[config.mk]
export PLATFORM = sky130hd
export DESIGN_NAME = tcs_front
export DESIGN_NICKNAME = d
export VERILOG_FILES = /design/src/tcs_pkg.sv /design/src/tcs_front.sv
export SDC_FILE = /design/constraint.sdc
export NUM_CORES = 1
export LEC_CHECK = 0
export ABC_AREA = 1
export BUFFER_PORTS_ARGS = -buffer_cell sky130_fd_sc_hd__buf_2
export CELL_PAD_IN_SITES_DETAIL_PLACEMENT = 1
export CELL_PAD_IN_SITES_GLOBAL_PLACEMENT = 1
export CORE_ASPECT_RATIO = 0.75
export CORE_MARGIN = 10
export CORE_UTILIZATION = 40
export DETAILED_ROUTE_END_ITERATION = 10
export PLACE_DENSITY_LB_ADDON = 0.1
export SYNTH_ARGS = -nofsm -noshare
export SYNTH_HDL_FRONTEND = slang
export SYNTH_SLANG_ARGS = --single-unit
[constraint.sdc]
create_clock -name i_clk -period 2.9 [get_ports i_clk]
set_clock_uncertainty 0.2 [all_clocks]
set_input_delay 0.435 -clock i_clk [delete_from_list [all_inputs] [get_ports i_clk]]
set_output_delay 0.435 -clock i_clk [all_outputs]
set_load 0.02 [all_outputs]
[src/tcs_pkg.sv]
// Shared constants, types and helpers for the text console with scrollback.
package tcs_pkg;

    localparam int COLS       = 80;
    localparam int ROWS       = 25;
    localparam int HIST_LINES = 256;
    localparam int CELLS      = COLS * ROWS;
    localparam int HIST_CELLS = HIST_LINES * COLS;
    localparam int CAP        = HIST_LINES - ROWS;

    localparam int COL_W   = $clog2(COLS);
    localparam int ROW_W   = $clog2(ROWS);
    localparam int CELL_W  = $clog2(CELLS);
    localparam int SLOT_W  = $clog2(HIST_LINES);
    localparam int HADDR_W = $clog2(HIST_CELLS);
    localparam int OFF_W   = 8;
    localparam int LW_W    = 32;
    localparam int LINE_W  = LW_W + 2;
    localparam int DELTA_W = 11;

    localparam logic [7:0]  NEWLINE_CHAR   = 8'd10;
    localparam logic [7:0]  BACKSPACE_CHAR = 8'd8;
    localparam logic [7:0]  BLANK_CHAR     = 8'h20;
    localparam logic [7:0]  RESET_COLOR    = 8'h0F;
    localparam logic [15:0] RESET_CELL     = {RESET_COLOR, BLANK_CHAR};

    typedef enum logic [1:0] {
        K_WRITE  = 2'd0,
        K_SCROLL = 2'd1,
        K_READ   = 2'd2,
        K_NOP    = 2'd3
    } t_kind;

    typedef enum logic [1:0] {
        C_PRINT,
        C_NEWLINE,
        C_BACK
    } t_cls;

    typedef enum logic [1:0] {
        SRC_CONST,
        SRC_HIST,
        SRC_SCREEN
    } t_src;

    typedef enum logic [3:0] {
        ST_CLEAR,
        ST_IDLE,
        ST_START,
        ST_RINIT,
        ST_REDRAW,
        ST_HIST,
        ST_SCREEN,
        ST_SHIFT,
        ST_READ,
        ST_DONE
    } t_state;

    typedef struct packed {
        t_kind                      kind;
        t_cls                       cls;
        logic [7:0]                 ch;
        logic [7:0]                 color;
        logic signed [DELTA_W-1:0]  delta;
        logic [CELL_W-1:0]          idx;
    } t_cmd;

    typedef struct packed {
        logic [15:0]        value;
        logic [OFF_W-1:0]   offset;
        logic [CELL_W-1:0]  cursor;
    } t_res;

    function automatic logic [15:0] blank_cell(input logic [7:0] color);
        return {color, BLANK_CHAR};
    endfunction

endpackage

[src/tcs_front.sv]
// Input stage: accept beats, classify them and hold them in a two-entry queue.
module tcs_front (
    input  logic                i_clk,
    input  logic                i_rst_n,
    input  logic                i_s_tvalid,
    output logic                o_s_tready,
    input  logic [39:0]         i_s_tdata,
    input  logic [1:0]          i_s_tuser,
    output logic                o_cmd_valid,
    input  logic                i_cmd_pop,
    output tcs_pkg::t_cmd       o_cmd
);
    import tcs_pkg::*;

    t_cmd       r_q [2];
    logic       r_wp;
    logic       r_rp;
    logic [1:0] r_cnt;
    t_cmd       w_cmd;
    logic       w_push;
    logic       w_pop;

    always_comb begin
        w_cmd.kind  = t_kind'(i_s_tuser);
        w_cmd.ch    = i_s_tdata[7:0];
        w_cmd.color = i_s_tdata[15:8];
        w_cmd.delta = $signed(i_s_tdata[26:16]);
        w_cmd.idx   = i_s_tdata[37:27];
        if (i_s_tdata[7:0] == NEWLINE_CHAR) begin
            w_cmd.cls = C_NEWLINE;
        end else if (i_s_tdata[7:0] == BACKSPACE_CHAR) begin
            w_cmd.cls = C_BACK;
        end else begin
            w_cmd.cls = C_PRINT;
        end
    end

    assign o_s_tready  = (r_cnt != 2'd2);
    assign o_cmd_valid = (r_cnt != 2'd0);
    assign o_cmd       = r_q[r_rp];
    assign w_push      = i_s_tvalid && o_s_tready;
    assign w_pop       = i_cmd_pop && o_cmd_valid;

    always_ff @(posedge i_clk) begin
        if (w_push) begin
            r_q[r_wp] <= w_cmd;
        end
        if (!i_rst_n) begin
            r_wp  <= 1'b0;
            r_rp  <= 1'b0;
            r_cnt <= 2'd0;
        end else begin
            if (w_push) begin
                r_wp <= ~r_wp;
            end
            if (w_pop) begin
                r_rp <= ~r_rp;
            end
            r_cnt <= r_cnt + 2'(w_push) - 2'(w_pop);
        end
    end

endmodule

==> tab_implementation.tex <==
\begin{tabular}{lr}
\hline
Metric & Value \\
\hline
\multicolumn{2}{l}{\textbf{STA}} \\
Post-route clock period utilization & between 70 and 80\% \\
Final min period & 2.30 ns \\
Number of slew-limit violations in the final report & 0 \\
Final hold violations & 0 \\
Setup Viol. Count Final & 0 \\
Summed negative setup slack over all endpoints & 0 ns \\
Minimum hold slack & 0.0883 ns \\
RSZ-0062 raised after global routing & no \\
Worst rel slew slack & 63.8\% \\
Achievable frequency & 435 MHz \\
Transition time at the pin with the least slew margin & between 0.5 and 0.6 ns \\
\multicolumn{2}{l}{\textbf{Floorplan}} \\
Die area & 0.0129 mm\^{}2 \\
Starting Density & 41.3\% \\
I/O pin total & 90 \\
Area of the core & 0.00849 mm\^{}2 \\
Width of the die & 128 um \\
Vertical extent of the die & 101 um \\
Number of cell rows & 29 \\
\multicolumn{2}{l}{\textbf{Power}} \\
P\_leak & roughly 1.7 nW \\
Worst IR Drop VDD & $\sim$440 uV \\
Areal power density over the cells & 929 mW/mm\^{}2 \\
Total power consumption of the routed design & 0.00405 W \\
\multicolumn{2}{l}{\textbf{Logic synthesis}} \\
Synth warnings & 0 \\
Fraction of synthesized cell area taken by the top area cell type & between 70 and 80\% \\
Synthesized area per cell & 20.0 um\^{}2 \\
Number of distinct standard cells referenced by the synthesized netlist & 15 \\
Netlist Area Pre-Place & 0.00351 mm\^{}2 \\
Synth Register Bits & 89 \\
Number of nets in the synthesized netlist & 222 \\
Dominant cells by area after synthesis & sky130\_fd\_sc\_hd\_\_edfxtp\_1 72\%, sky130\_fd\_sc\_hd\_\_mux2\_4 17\%, sky130\_fd\_sc\_hd\_\_dfxtp\_1 2.9\%, sky130\_fd\_sc\_hd\_\_buf\_12 2.3\%, sky130\_fd\_sc\_hd\_\_nand2\_1 1.4\% \\
Area leader, netlist & sky130\_fd\_sc\_hd\_\_edfxtp\_1 \\
Synthesized instance count & 175 \\
Share of the yosys chip area belonging to registers & between 70\% and 80\% \\
\multicolumn{2}{l}{\textbf{CTS}} \\
Maximum buffer depth of the clock tree & 2 \\
Clock tree from TritonCTS & built \\
Insertion delay to the later sink of the worst-skew pair & 0.33 ns \\
CTS root buffer & sky130\_fd\_sc\_hd\_\_clkbuf\_16 \\
Sink Count & 89 \\
TritonCTS buffer count & 9 \\
CTS HTree Levels & 3 \\
Clock-pin slew on the worst setup and hold paths & 0.06 ns \\
Post-CTS Repair Setup Buffers & 0 \\
Hold-fix buffers, CTS & 0 \\
Number of cells upsized or downsized after cts & 0 \\
\multicolumn{2}{l}{\textbf{Global route}} \\
Wire length of the first global-routing pass & 10,800 um \\
Maximum number of pins on one net before global-route repair & 29 \\
Overall fraction of global-route tracks in use & 11.0\% \\
Number of global-route vias before repair & 2,055 \\
Initial antenna violation count & 1 \\
Grt ovf & 0 \\
\multicolumn{2}{l}{\textbf{Critical path}} \\
Setup crit end & o\_cmd[0] \\
R2R Setup Slk & 0.94 ns \\
WP data required & around 2.3 ns \\
Reg2Reg Depth & 5 \\
Critical Path Start Type & register \\
Signal arrival time at the worst endpoint & 1.67 ns \\
Element type at the critical path end & output port \\
Highest net fanout along the worst path & 28 \\
Capture point of the worst reg-to-reg path & r\_q[1][2] \\
CP Class & reg -> out \\
Critical R2R Launch & r\_cnt[0] \\
\multicolumn{2}{l}{\textbf{Final layout}} \\
Net count, final & 320 \\
Layout cells sized above 1 & a little over half \\
Synthesis-to-layout area growth & 24.5\% \\
Final cell count without fillers & 386 \\
Layout fillers & between 800 and 900 \\
Antenna diodes & 0 \\
\multicolumn{2}{l}{\textbf{Drt}} \\
Met2 Routed Length & 3400 um \\
Via density & 4.58 \\
Highest metal layer with signal wires & met4 \\
Routed wire length on met3 & between 500 and 600 um \\
Drt first pass iters & 4 \\
Total routed wire length on the met1 layer & around 2800 um \\
Number of remaining DRC errors & 0 \\
Routed wire length & 6780 um \\
Antenna Violating Nets Remaining & 0 \\
Detailed-route via count & 1,769 \\
Iteration-0 DRC count of the detailed router & 42 \\
DR WL/cell & around 18 um \\
\multicolumn{2}{l}{\textbf{Placement}} \\
Number of placed instances, taps included & 370 \\
Number of port buffers & 87 \\
RD Place Congestion & 0.678 \\
Final HPWL DP & 4820 um \\
\multicolumn{2}{l}{\textbf{Worst hold path}} \\
Worst min-delay path class & in -> reg \\
\multicolumn{2}{l}{\textbf{Run}} \\
Max-Cap Viols & 0 \\
\multicolumn{2}{l}{\textbf{Outcome}} \\
Outcome & finished, final reports clean \\
\hline
\end{tabular}
[kinds of logic after synthesis]
group | count (synthesis) | share of synthesized area [%]
multiplexers | 42 | 17.8
XOR/XNOR | 1 | 0.250
adder cells (fa/ha/maj) | 1 | 0.357
AO/OA/AOI/OAI | 1 | 0.143
AND/OR/NAND/NOR | 28 | 3.21
flip-flops | 89 | 74.8
buffers and inverters | 13 | 3.46
[cell usage after synthesis]
library cell / number
sky130_fd_sc_hd__nor2_2: 1
sky130_fd_sc_hd__a21oi_1: 1
sky130_fd_sc_hd__buf_12: 4
sky130_fd_sc_hd__nor2_1: 10
sky130_fd_sc_hd__xnor2_1: 1
sky130_fd_sc_hd__nand3_1: 2
sky130_fd_sc_hd__edfxtp_1: 84
sky130_fd_sc_hd__mux2_4: 40
sky130_fd_sc_hd__ha_1: 1
sky130_fd_sc_hd__mux2_2: 2
sky130_fd_sc_hd__nand2_1: 13
sky130_fd_sc_hd__inv_1: 8
sky130_fd_sc_hd__buf_6: 1
sky130_fd_sc_hd__nor3_1: 2
sky130_fd_sc_hd__dfxtp_1: 5
[worst min-delay path by stage]
stage	end	slack, ns	start	cells after the start
floorplan	register	0.27	r_rp	2
global placement	r_rp	0.28	r_rp	2
detailed placement	register	0.30	r_rp	2
CTS	r_q[1][24]	0.08	i_s_tdata[10]	1
global route	r_q[0][23]	0.07	i_s_tdata[9]	1
finish	r_q[1][24]	0.09	i_s_tdata[10]	1
[layout by cell type, fill, tap and decap left out, drive strengths merged]
master	netlist	routed
xnor2	1	1
nor3	2	2
clkinv	0	2
clkbuf	0	11
mux2	42	42
dfxtp	5	5
nand2	13	13
bufinv	0	2
a21oi	1	1
buf	5	92
clkinvlp	0	1
edfxtp	84	84
nand3	2	2
inv	8	8
nor2	11	11
ha	1	1
[flip-flops by register name, summed over array words and instances, names as in the netlist, named ones only]
name	flops
r_q	84
r_cnt	2
r_rp	1
r_wp	1
[critical path, cell delays in order, from the launching register on]
cell,delay [ns]
sky130_fd_sc_hd__dfxtp_2,0.32
sky130_fd_sc_hd__buf_4,0.45
sky130_fd_sc_hd__mux2_2,0.39
sky130_fd_sc_hd__buf_2,0.16
[layout make-up]
cell class / instances / area, um^2 / area share [%]
sequential: 89 / 2620 / 60.1
multi-input combinational: 73 / 777 / 17.8
timing repair buffer: 92 / 485 / 11.1
clock buffer: 11 / 233 / 5.33
tap: 108 / 135 / 3.10
clock inverter: 5 / 80.1 / 1.83
inverter: 8 / 30.0 / 0.688
[power breakdown]
group          internal [W]  total, W  switching [W]
sequential          0.00163   0.00169      0.0000559
combinational      0.000501   0.00117       0.000667
clock              0.000753   0.00120       0.000444
[stage by stage]
stage	util [%]	setup WS, ns	area [um^2]
2_1_floorplan	-	0.408	3510
3_3_place_gp	47.7	0.850	4050
3_5_place_dp	47.7	0.842	4050
4_1_cts	51.4	0.547	4360
5_1_grt	51.4	0.492	4360
6_report	51.4	0.599	4360
[metal layers]
metal / up-vias / global-route usage [%]
met5: - / 0
met4: 0 / 3.37
met3: 7 / 6.10
met2: 52 / 17.8
met1: 865 / 12.3
li1: 845 / -
(Power assumes the default switching activity.)
